$ cat src/rmfh_pkg.sv
// rmfh_pkg: shared types and constants of the recursive mutex lock unit
// transaction structs, status codes, sequencer states and parameter defaults
// no dependencies
package rmfh_pkg;

  localparam int unsigned TaskW          = 4;
  localparam int unsigned TaskCountDef   = 16;
  localparam int unsigned QueueDepthDef  = 16;
  localparam int unsigned NestBitsDef    = 8;

  typedef enum logic [2:0] {
    STAT_GRANTED   = 3'd0,
    STAT_NESTED    = 3'd1,
    STAT_QUEUED    = 3'd2,
    STAT_UNNEST    = 3'd3,
    STAT_HANDOVER  = 3'd4,
    STAT_FREED     = 3'd5,
    STAT_NOT_OWNER = 3'd6,
    STAT_OVERFLOW  = 3'd7
  } status_e;

  typedef enum logic {
    ACT_OBTAIN  = 1'b0,
    ACT_RELEASE = 1'b1
  } action_e;

  typedef enum logic {
    SEQ_IDLE = 1'b0,
    SEQ_EXEC = 1'b1
  } seq_state_e;

  typedef struct packed {
    logic             action;
    logic [TaskW-1:0] task_id;
  } req_t;

  typedef struct packed {
    logic [2:0]       status;
    logic             woken_valid;
    logic [TaskW-1:0] woken_task;
    logic             lock_owned;
    logic [TaskW-1:0] owner_task;
  } rsp_t;

endpackage

$ cat src/recursive_mutex_fifo_handoff.sv
// recursive_mutex_fifo_handoff: one recursive mutex with a fifo queue of waiting tasks
// a transaction accepted in idle is registered together with the wait queue head
// read, decided in the exec state and its result registered on rsp_o, marked by
// done_o; no new transaction is taken while busy_o is high during the decision
// reset frees the lock and empties the queue; no clearing pass, ready at once
// the receiver cannot stall, each result is marked by done_o for exactly one cycle
module recursive_mutex_fifo_handoff #(
  parameter int unsigned TASK_COUNT  = rmfh_pkg::TaskCountDef,
  parameter int unsigned QUEUE_DEPTH = rmfh_pkg::QueueDepthDef,
  parameter int unsigned NEST_BITS   = rmfh_pkg::NestBitsDef
) (
  input  logic           clk_i,
  input  logic           rst_ni,
  input  logic           start_i,
  output logic           busy_o,
  input  rmfh_pkg::req_t req_i,
  output logic           done_o,
  output rmfh_pkg::rsp_t rsp_o
);
  import rmfh_pkg::*;

  localparam int unsigned PtrW = (QUEUE_DEPTH > 1) ? $clog2(QUEUE_DEPTH) : 1;
  localparam int unsigned CntW = $clog2(QUEUE_DEPTH + 1);

  seq_state_e state_q, state_d;

  req_t               req_q, req_d;
  logic               owned_q, owned_d;
  logic [TaskW-1:0]   owner_q, owner_d;
  logic [NEST_BITS-1:0] nest_q, nest_d;
  logic [PtrW-1:0]    head_q, head_d;
  logic [PtrW-1:0]    tail_q, tail_d;
  logic [CntW-1:0]    count_q, count_d;
  logic               done_q, done_d;
  rsp_t               rsp_q, rsp_d;

  logic [TaskW-1:0]   wait_mem [QUEUE_DEPTH];
  logic [TaskW-1:0]   head_rd_q;
  logic               mem_we;
  logic               accept;
  logic [TaskW-1:0]   task_red;

  assign accept = start_i && (state_q == SEQ_IDLE);
  assign busy_o = (state_q == SEQ_EXEC);
  assign done_o = done_q;
  assign rsp_o  = rsp_q;

  // task number reduced modulo TASK_COUNT, a constant table over every task code
  always_comb begin
    task_red = '0;
    for (int i = 0; i < (1 << TaskW); i++) begin
      if (req_i.task_id == TaskW'(i)) begin
        task_red = TaskW'(i % TASK_COUNT);
      end
    end
  end

  // wait queue memory: head entry read on accept, tail written on enqueue
  always_ff @(posedge clk_i) begin
    if (mem_we) begin
      wait_mem[tail_q] <= req_q.task_id;
    end
    if (accept) begin
      head_rd_q <= wait_mem[head_q];
    end
  end

  always_ff @(posedge clk_i or negedge rst_ni) begin
    if (!rst_ni) begin
      state_q <= SEQ_IDLE;
      owned_q <= 1'b0;
      owner_q <= '0;
      nest_q  <= '0;
      head_q  <= '0;
      tail_q  <= '0;
      count_q <= '0;
      done_q  <= 1'b0;
    end else begin
      state_q <= state_d;
      owned_q <= owned_d;
      owner_q <= owner_d;
      nest_q  <= nest_d;
      head_q  <= head_d;
      tail_q  <= tail_d;
      count_q <= count_d;
      done_q  <= done_d;
    end
  end

  always_ff @(posedge clk_i) begin
    req_q <= req_d;
    rsp_q <= rsp_d;
  end

  always_comb begin
    logic [2:0] stat;
    logic       wk_valid;
    logic       full;

    state_d  = state_q;
    req_d    = req_q;
    owned_d  = owned_q;
    owner_d  = owner_q;
    nest_d   = nest_q;
    head_d   = head_q;
    tail_d   = tail_q;
    count_d  = count_q;
    done_d   = 1'b0;
    rsp_d    = rsp_q;
    mem_we   = 1'b0;
    stat     = STAT_NOT_OWNER;
    wk_valid = 1'b0;
    full     = (count_q == CntW'(QUEUE_DEPTH));

    case (state_q)
      SEQ_IDLE: begin
        if (accept) begin
          req_d.action  = req_i.action;
          req_d.task_id = task_red;
          state_d       = SEQ_EXEC;
        end
      end
      SEQ_EXEC: begin
        if (req_q.action == ACT_OBTAIN) begin
          if (!owned_q) begin
            owned_d = 1'b1;
            owner_d = req_q.task_id;
            nest_d  = '0;
            stat    = STAT_GRANTED;
          end else if (owner_q == req_q.task_id) begin
            if (&nest_q) begin
              stat = STAT_OVERFLOW;
            end else begin
              nest_d = nest_q + 1'b1;
              stat   = STAT_NESTED;
            end
          end else if (full) begin
            stat = STAT_OVERFLOW;
          end else begin
            mem_we  = 1'b1;
            tail_d  = (tail_q == PtrW'(QUEUE_DEPTH - 1)) ? '0 : tail_q + 1'b1;
            count_d = count_q + 1'b1;
            stat    = STAT_QUEUED;
          end
        end else begin
          if (!owned_q || (owner_q != req_q.task_id)) begin
            stat = STAT_NOT_OWNER;
          end else if (nest_q != '0) begin
            nest_d = nest_q - 1'b1;
            stat   = STAT_UNNEST;
          end else if (count_q != '0) begin
            // hand the lock straight to the oldest waiter
            owner_d  = head_rd_q;
            head_d   = (head_q == PtrW'(QUEUE_DEPTH - 1)) ? '0 : head_q + 1'b1;
            count_d  = count_q - 1'b1;
            wk_valid = 1'b1;
            stat     = STAT_HANDOVER;
          end else begin
            owned_d = 1'b0;
            owner_d = '0;
            stat    = STAT_FREED;
          end
        end
        rsp_d.status      = stat;
        rsp_d.woken_valid = wk_valid;
        rsp_d.woken_task  = wk_valid ? head_rd_q : '0;
        rsp_d.lock_owned  = owned_d;
        rsp_d.owner_task  = owned_d ? owner_d : '0;
        done_d            = 1'b1;
        state_d           = SEQ_IDLE;
      end
      default: begin
        state_d = SEQ_IDLE;
      end
    endcase
  end

endmodule
$ cat config.mk
export PLATFORM = sky130hd
export DESIGN_NAME = recursive_mutex_fifo_handoff
export DESIGN_NICKNAME = d
export VERILOG_FILES = /design/src/rmfh_pkg.sv /design/src/recursive_mutex_fifo_handoff.sv
export SDC_FILE = /design/constraint.sdc
export NUM_CORES = 1
export LEC_CHECK = 0
export BUFFER_PORTS_ARGS = -buffer_cell sky130_fd_sc_hd__buf_2
export CORE_ASPECT_RATIO = 0.7
export CORE_MARGIN = 2
export CORE_UTILIZATION = 46
export DETAILED_ROUTE_END_ITERATION = 12
export PLACE_DENSITY = 0.69
export SKIP_CTS_REPAIR_TIMING = 1
export SLEW_MARGIN = 20
export SYNTH_ARGS = -nofsm -noshare
export SYNTH_HDL_FRONTEND = slang
export SYNTH_SLANG_ARGS = --single-unit
export TNS_END_PERCENT = 30
$ cat constraint.sdc
create_clock -name clk_i -period 3 [get_ports clk_i]
set_input_delay 0.3 -clock clk_i [delete_from_list [all_inputs] [get_ports clk_i]]
set_output_delay 0.3 -clock clk_i [all_outputs]
set_load 0.01 [all_outputs]
==> flow_summary.toml, run 1 <==
[place]
dpl.cell_count = 537
pre_cts_ws_ns = 0.464
placed_cell_area_sq_um = 5480
dpl.hpwl_microns = 7340
port_buffers = 22
gp_congestion = 0.880

[drt]
drt_first_pass_iters = 7
postRouteAntennaNets = 0
routed_via_density = 5.70
route.vias.total = 3247
drt_wl_total_microns = 10800
drtIter0Drc = 342
post_drt_wl_per_cell_microns = 19.0
drcViolationCount = 0

[final_layout]
syn_to_final_growth_pct = 16.5
n_antenna_cell = 0
finalNonFillerCells = 570
fillers = 895
multi_input_area_sq_um = 1750
design_area_sq_um = 6060
fin_nets = 424
fin_util_pct = 55.0
drive_above_1_share_pct = 20.6
register_area_sq_um = 3280

[yosys]
synthesis.area_sq_um = 5200
syn_nets = 393
synthFlopType = "edfxtp_1"
post-synth-top-area-fraction_pct = 49.7
synthCells = 373
synthArstFlopShare_pct = 24.6
synth_area_leaders = "edfxtp_1 (50%), dfrtp_1 (13%), mux4_2 (3.5%), mux2i_1 (2.9%), ha_1 (2.6%)"
avgSynthCellArea_sq_um = 13.9
yosysUniqueCellTypes = 55
ys_seq_elements = 114
synth_edf_count = 86
ys_seq_area_share_pct = 63.1
yosys_warnings = 0
synth.largest_area_cell = "edfxtp_1"

[pwr]
ir_worst_vdd_mv = 0.494
p_leak_nw = 2.26
finalPower_mw = 4.84
power.density_nw_per_um2 = 799

[worst_setup_path]
r2r_slack_ns = 0.41
slowest_delay_ns = 0.60
r2r_start = "nest_q[3]$_DFFE_PN0P_"
crit_path_end_kind = "register"
reg2reg_depth = 5
crit_family = "simple AND/OR/NAND/NOR gates"
critPathKind = "register to register"
cp_cell_sequence = "or4_4 > a2111oi_2 > nand4_1 > nand2_1 > mux2_2"
cp.required_ns = 3.28
cp.depth = 5
path_buf_inv = 0
crit_path_max_fanout = 9
critPathSlowestCell = "or4_4"
crit_arrival_ns = 2.87
r2r-end = "count_q[3]$_DFFE_PN0P_"
crit_path_start_kind = "register"

[die]
rows = 32
die-area_sq_um = 12200
core-area_sq_um = 11000
die_w_microns = 131
die_y_microns = 93.0
start_util_pct = 47.2
ioPinCount = 23

[clocking]
clkLatencyLatePin_ns = 0.41
path_clk_slew_ns = 0.05
clockBufferDepth = 2
cts_made_buffers = 17
root_buffer = "clkbuf_16"
cts_sinks = 114
cts_tree = "built"
h-tree-depth = 4

[global_route]
grt_max_degree = 29
antenna_found_initial = 0
grt_use_total_pct = 19.8
grt_pass1_vias = 3245
grt_first_pass_wirelength_microns = 17600
grt_overflow = 0

[sta]
setup_viol = 0
worst_pin_slew_ns = 1.01
period_needed_ns = 2.59
rsz0062_at_grt = "no"
setup-tns-final_ns = 0
maxSlewHeadroom_pct = 32.7
final.period_utilization_pct = 86.4
max_freq_mhz = 386
slew_viol_final = 0
setup_slack_ns = 0.408
hold_viol_final = 0
skew_ns = 0.00748
whs_ns = 0.0758

[min_path]
min_from = "req_i[4]"
hp-class = "input port to register"
holdPathEnd = "req_q[4]$_DFFE_PP_"
min_path_cells = 1

[outcome]
status = "complete, no violations"

[job]
max_cap_viol_count = 0
-- worst max-delay path by stage --
stage | from | end | slack [ns]
after CTS | nest_q[3]$_DFFE_PN0P_ | count_q[3]$_DFFE_PN0P_ | 0.44
after global placement | nest_q[3]$_DFFE_PN0P_ | count_q[2]$_DFFE_PN0P_ | 0.51
final | nest_q[3]$_DFFE_PN0P_ | count_q[3]$_DFFE_PN0P_ | 0.41
after detailed placement | nest_q[3]$_DFFE_PN0P_ | count_q[3]$_DFFE_PN0P_ | 0.46
after global routing | nest_q[3]$_DFFE_PN0P_ | count_q[3]$_DFFE_PN0P_ | 0.21
after floorplan | nest_q[3]$_DFFE_PN0P_ | nest_q[0]$_DFFE_PN0P_ | 0.61
-- synth_stat cells, types with 2 or more instances --
cell type,number
edfxtp_1,86
dfrtp_1,28
nand2_1,16
mux2i_1,15
clkbuf_1,14
o21ai_0,14
and2_1,13
nor2_1,13
inv_1,12
a21oi_1,11
ha_1,11
xnor2_1,10
a22o_1,9
mux4_2,8
nand3_1,8
and3_1,7
mux2_2,7
nor3_1,7
a221oi_1,6
a21o_1,5
a22oi_1,5
and4_1,5
buf_2,5
a222oi_1,4
a31oi_1,4
nor4_1,4
a211oi_1,3
nand4_1,3
nor2b_1,3
o21a_1,3
a211o_1,2
a2bb2oi_1,2
a32oi_1,2
buf_1,2
buf_6,2
mux2_4,2
nor3b_1,2
o22ai_1,2
or3_1,2
-- flip-flops by register name (all words and copies together), names as in the netlist --
| signal | flops |
|---|---|
| busy_o | 1 |
| req_q | 5 |
| count_q | 5 |
| nest_q | 8 |
| owner_q | 4 |
| owned_q | 1 |
| done_o | 1 |
| tail_q | 4 |
| head_rd_q | 4 |
| head_q | 4 |
| rsp_o | 13 |
| wait_mem | 64 |
-- layout by cell type (no fill, tap or decap), types with 7 or more instances in the layout --
cell       synthesis  routed
edfxtp_1          86      86
dfrtp_1           28      28
buf_2              5      22
clkbuf_16          0      17
nand2_1           16      16
mux2i_1           15      15
o21ai_0           14      14
nor2_1            13      13
and2_1            13      13
buf_4              1      13
inv_1             12      12
a21oi_1           11      11
ha_1              11      11
xnor2_1           10      10
a22o_1             9       9
nand3_1            8       8
mux4_2             8       8
nor3_1             7       7
mux2_2             7       7
and3_1             7       7
-- where the power goes --
group,internal [mW],switching [mW],total (mW)
Combinational,0.398,0.459,0.857
Sequential,1.88,0.194,2.08
Clock,1.23,0.671,1.90
-- cells by family after synthesis --
| kind of cell | synth area share, % |
|---|---|
| adders and majority gates | 3.03 |
| DFF | 63.1 |
| muxes | 8.45 |
| AOI/OAI and AO/OA | 10.8 |
| and+or+nand+nor | 9.72 |
| buffers and inverters | 3.15 |
| xor gates and xnor gates | 1.68 |
-- final cells by class --
cell class	count	area share, %
inverters	13	0.805
clock buffers	21	7.43
flip-flops and latches	114	54.2
repair buffers	36	3.59
multi-input cells	222	28.9
well taps	153	3.16
clock inverters	11	1.88
-- metal layers --
| metal | vias up | global-route usage, % | routed length, microns |
|---|---|---|---|
| met2 | 125 | 26.3 | 4390 |
| met4 | 0 | 6.74 | 146 |
| met1 | 1602 | 30.2 | 5530 |
| met5 | - | 0 | 0 |
| li1 | 1508 | - | - |
| met3 | 12 | 6.70 | 780 |
No activity file was read; power rests on OpenSTA's default activity.
==> inputs of run 2 (changes only) <==
Settings changed: CTS_CLUSTER_DIAMETER from default to 100.
Clock period 3 ns to 3.11 ns, I/O delays scaled along.
==> flow_summary.toml, run 2 (synthesis results as in run 1) <==
[clocking]
cts_sinks = 114
h-tree-depth = 4
cts_tree = "built"
path_clk_slew_ns = 0.06
clockBufferDepth = 2
cts_made_buffers = 17
root_buffer = "clkbuf_16"
clkLatencyLatePin_ns = 0.41

[final_layout]
multi_input_area_sq_um = 1750
fillers = 902
n_antenna_cell = 0
syn_to_final_growth_pct = 16.1
drive_above_1_share_pct = 20.0
fin_nets = 423
largest_reg_flops = 64
finalNonFillerCells = 569
register_area_sq_um = 3280
regMostFlops = "wait_mem"
layout_common_cells = "edfxtp_1 (86), dfrtp_1 (28), buf_2 (22)"
final_common_cell = "edfxtp_1"

[worst_setup_path]
crit_path_max_fanout = 9
critPathSlowestCell = "or4_4"
critPathKind = "register to register"
crit_family = "simple AND/OR/NAND/NOR gates"
crit_path_end_kind = "register"
path_buf_inv = 0
cp.required_ns = 3.40
crit_path_start_kind = "register"
cp_cell_sequence = "or4_4 > a2111oi_2 > nand4_1 > nand2_1 > mux2_2"
slowest_delay_ns = 0.60
crit_arrival_ns = 2.91

[drt]
drt_first_pass_iters = 5
routed-wl-met2_microns = 4630
drcViolationCount = 0
routed_via_density = 5.88
dr_wl_met3_microns = 935
wl_met1_microns = 5470
drtIter0Drc = 516
highest_layer = "met4"
post_drt_wl_per_cell_microns = 19.5
drt_wl_total_microns = 11100
postRouteAntennaNets = 0
route.vias.total = 3344

[sta]
skew_ns = 0.00909
max_freq_mhz = 382
rsz0062_at_grt = "no"
worst_pin_slew_ns = 1.07
final.period_utilization_pct = 84.2
period_needed_ns = 2.62
maxSlewHeadroom_pct = 28.6
hold_viol_final = 0
setup_viol = 0
slew_viol_final = 0
setup-tns-final_ns = 0

[die]
start_util_pct = 47.2
rows = 32
ioPinCount = 23
die_w_microns = 131
core-area_sq_um = 11000
die-area_sq_um = 12200
die_y_microns = 93.0

[global_route]
grt_use_total_pct = 20.1
grt_first_pass_wirelength_microns = 17900
grt_max_degree = 29
grt_pass1_vias = 3224
grt_overflow = 0
antenna_found_initial = 0

[outcome]
status = "complete, no violations"

[place]
port_buffers = 22
gp_congestion = 0.911
dpl.hpwl_microns = 7300
dpl.cell_count = 536

[job]
max_cap_viol_count = 0

[pwr]
finalPower_mw = 4.64
p_leak_nw = 2.25
power.density_nw_per_um2 = 768
ir_worst_vdd_mv = 0.460

[min_path]
hp-class = "input port to register"
==> run 2: changes by cell type in the layout (fill, tap and decap cells not counted), sizes merged <==
cell / before / now
clkinvlp: 2 / 3
clkbuf: 21 / 19
clkinv: 8 / 9
buf: 35 / 34
==> run 2: power by group <==
part           total [mW]  switching (mW)  internal [mW]  leakage, nW
clock                1.82           0.657           1.16        0.265
combinational       0.826           0.445          0.381        0.846
sequential           2.00           0.179           1.82         1.13
total                4.64            1.28           3.36         2.25
==> run 2: layout make-up <==
| cell class | count | area share, % |
|---|---|---|
| inverter | 13 | 0.808 |
| multi-input combinational | 222 | 29.0 |
| clock buffer | 19 | 7.17 |
| tap | 153 | 3.17 |
| clock inverter | 13 | 1.97 |
| timing repair buffer | 35 | 3.48 |
| sequential | 114 | 54.4 |
==> run 2: metrics by stage <==
stage / hold WS (ns) / utilization (%) / setup WS (ns) / area (sq um)
after floorplan: 0.0154 / - / 0.720 / 5200
after global placement: 0.372 / 49.7 / 0.620 / 5480
after detailed placement: 0.376 / 49.7 / 0.568 / 5480
after CTS: -0.0519 / 54.8 / 0.528 / 6030
after global routing: 0.0712 / 54.8 / 0.327 / 6040
final: 0.0727 / 54.8 / 0.490 / 6040
==> run 2: final timing paths <==
kind / startpoint / to / slack, ns / cells past startpoint
max in group asynchronous: rst_ni / tail_q[1]$_DFFE_PN0P_ / 2.20 / 2
hold / removal: req_i[0] / req_q[0]$_SDFFCE_PP1P_ / 0.07 / 1
setup / recovery: nest_q[3]$_DFFE_PN0P_ / count_q[3]$_DFFE_PN0P_ / 0.49 / 5
min in group asynchronous: rst_ni / nest_q[4]$_DFFE_PN0P_ / 0.48 / 2
setup reg to reg: nest_q[3]$_DFFE_PN0P_ / count_q[3]$_DFFE_PN0P_ / 0.49 / 5
hold reg to reg: count_q[3]$_DFFE_PN0P_ / count_q[3]$_DFFE_PN0P_ / 0.56 / 1
==> run 2: layer usage <==
| layer | global-route usage (%) | vias to the layer above |
|---|---|---|
| met5 | 0 | - |
| met4 | 6.21 | 0 |
| met3 | 4.79 | 16 |
| met2 | 26.3 | 176 |
| met1 | 32.4 | 1635 |
| li1 | - | 1517 |
==> inputs of run 3 (changes only) <==
Clock period 3.11 ns to 2.5 ns, I/O delays scaled along.
==> flow_summary.toml, run 3 (synthesis results as in run 1) <==
[global_route]
grt_overflow = 0
grt_first_pass_wirelength_microns = 17800
grt_max_degree = 30
grt_use_total_pct = 20.0
antenna_found_initial = 0
grt_pass1_vias = 3185

[sta]
hold_viol_final = 0
setup-tns-final_ns = 0
worst_pin_slew_ns = 0.724
max_freq_mhz = 414
final.period_utilization_pct = 96.6
setup_viol = 0
period_needed_ns = 2.42
skew_ns = 0.00994
slew_viol_final = 0
whs_ns = 0.0319
rsz0062_at_grt = "no"
maxSlewHeadroom_pct = 51.0

[pwr]
p_leak_nw = 2.33
power.density_nw_per_um2 = 986
ir_worst_vdd_mv = 0.537

[die]
core-area_sq_um = 11000
rows = 32
die_w_microns = 131
start_util_pct = 47.2
ioPinCount = 23
die_y_microns = 93.0
die-area_sq_um = 12200

[min_path]
holdPathEnd = "req_q[0]$_SDFFCE_PP1P_"
min_from = "req_i[0]"
hp-class = "input port to register"
min_path_cells = 1

[drt]
drt_first_pass_iters = 5
drcViolationCount = 0
route.vias.total = 3324
routed_via_density = 5.75
drt_wl_total_microns = 11000
post_drt_wl_per_cell_microns = 19.0
drtIter0Drc = 432
postRouteAntennaNets = 0

[place]
dpl.hpwl_microns = 7340
gp_congestion = 0.911
port_buffers = 22

[worst_setup_path]
slowest_delay_ns = 0.43
crit_path_start_kind = "register"
crit_path_max_fanout = 8
r2r_slack_ns = 0.08
path_buf_inv = 1
critPathKind = "register to register"
cp.required_ns = 2.79
crit_family = "simple AND/OR/NAND/NOR gates"
r2r-end = "nest_q[1]$_DFFE_PN0P_"
crit_arrival_ns = 2.71
r2r_start = "nest_q[0]$_DFFE_PN0P_"
critPathSlowestCell = "dfrtp_1"
reg2reg_depth = 7
cp_cell_sequence = "inv_1 > ha_1 > or2b_2 > or3_1 > and4_4 > a211o_2 > mux2_4"
crit_path_end_kind = "register"

[final_layout]
final_common_cell = "edfxtp_1"
multi_input_area_sq_um = 1750
drive_above_1_share_pct = 22.6
regMostFlops = "wait_mem"
fin_nets = 432
fillers = 851
layout_common_cells = "edfxtp_1 (86), dfrtp_1 (28), buf_2 (22)"
largest_reg_flops = 64
syn_to_final_growth_pct = 19.2
register_area_sq_um = 3280
n_antenna_cell = 0

[job]
max_cap_viol_count = 0

[clocking]
clockBufferDepth = 2
cts_tree = "built"
cts_sinks = 114
path_clk_slew_ns = 0.06
root_buffer = "clkbuf_16"
h-tree-depth = 4
cts_made_buffers = 17
clkLatencyLatePin_ns = 0.41

[outcome]
status = "complete, no violations"
[run 3: cell types whose count changed in the layout (fill, tap and decap cells not counted), sizes merged]
cell      change
buf           +9
bufinv        +2
clkbuf        -2
clkinv        -5
clkinvlp      -1
inv           +6
[run 3: area by class of cell]
cell class	instances	share of cell area (%)
inverters	13	0.787
multi-input cells	222	28.3
clock buffers	17	6.86
well taps	153	3.09
clock inverters	15	3.29
repair buffers	44	4.68
flip-flops and latches	114	53.0
[run 3: stage by stage]
step	total power, mW	area (sq um)	setup WS, ns	utilization (%)	cells
detailed placement	3.56	5560	0.0797	50.5	545
global route	6.39	6200	0.00693	56.3	578
global placement	3.52	5560	0.157	50.5	545
floorplan	3.24	5200	0.110	-	373
finish	6.11	6200	0.0840	56.3	578
CTS	6.13	6190	0.0813	56.2	577
[run 3: worst max path at each step]
stage	from	end	cells past startpoint
6_report	nest_q[0]$_DFFE_PN0P_	nest_q[1]$_DFFE_PN0P_	7
3_5_place_dp	nest_q[3]$_DFFE_PN0P_	nest_q[1]$_DFFE_PN0P_	5
2_1_floorplan	nest_q[3]$_DFFE_PN0P_	nest_q[0]$_DFFE_PN0P_	7
4_1_cts	nest_q[0]$_DFFE_PN0P_	nest_q[1]$_DFFE_PN0P_	7
3_3_place_gp	nest_q[0]$_DFFE_PN0P_	nest_q[0]$_DFFE_PN0P_	7
5_1_grt	nest_q[0]$_DFFE_PN0P_	nest_q[0]$_DFFE_PN0P_	7
[run 3: power breakdown]
group / total, mW / switching [mW] / internal, mW
Combinational: 1.07 / 0.575 / 0.499
Sequential: 2.47 / 0.212 / 2.26
Clock: 2.57 / 0.889 / 1.68
Total: 6.11 / 1.68 / 4.44
[run 3: metal layers]
layer / global-route usage [%] / share of wire (%) / routed length (microns)
met2: 25.4 / 41 / 4470
met1: 32.3 / 50 / 5490
met5: 0 / 0 / 0
met3: 6.01 / 8.5 / 934
met4: 6.12 / 0.71 / 78
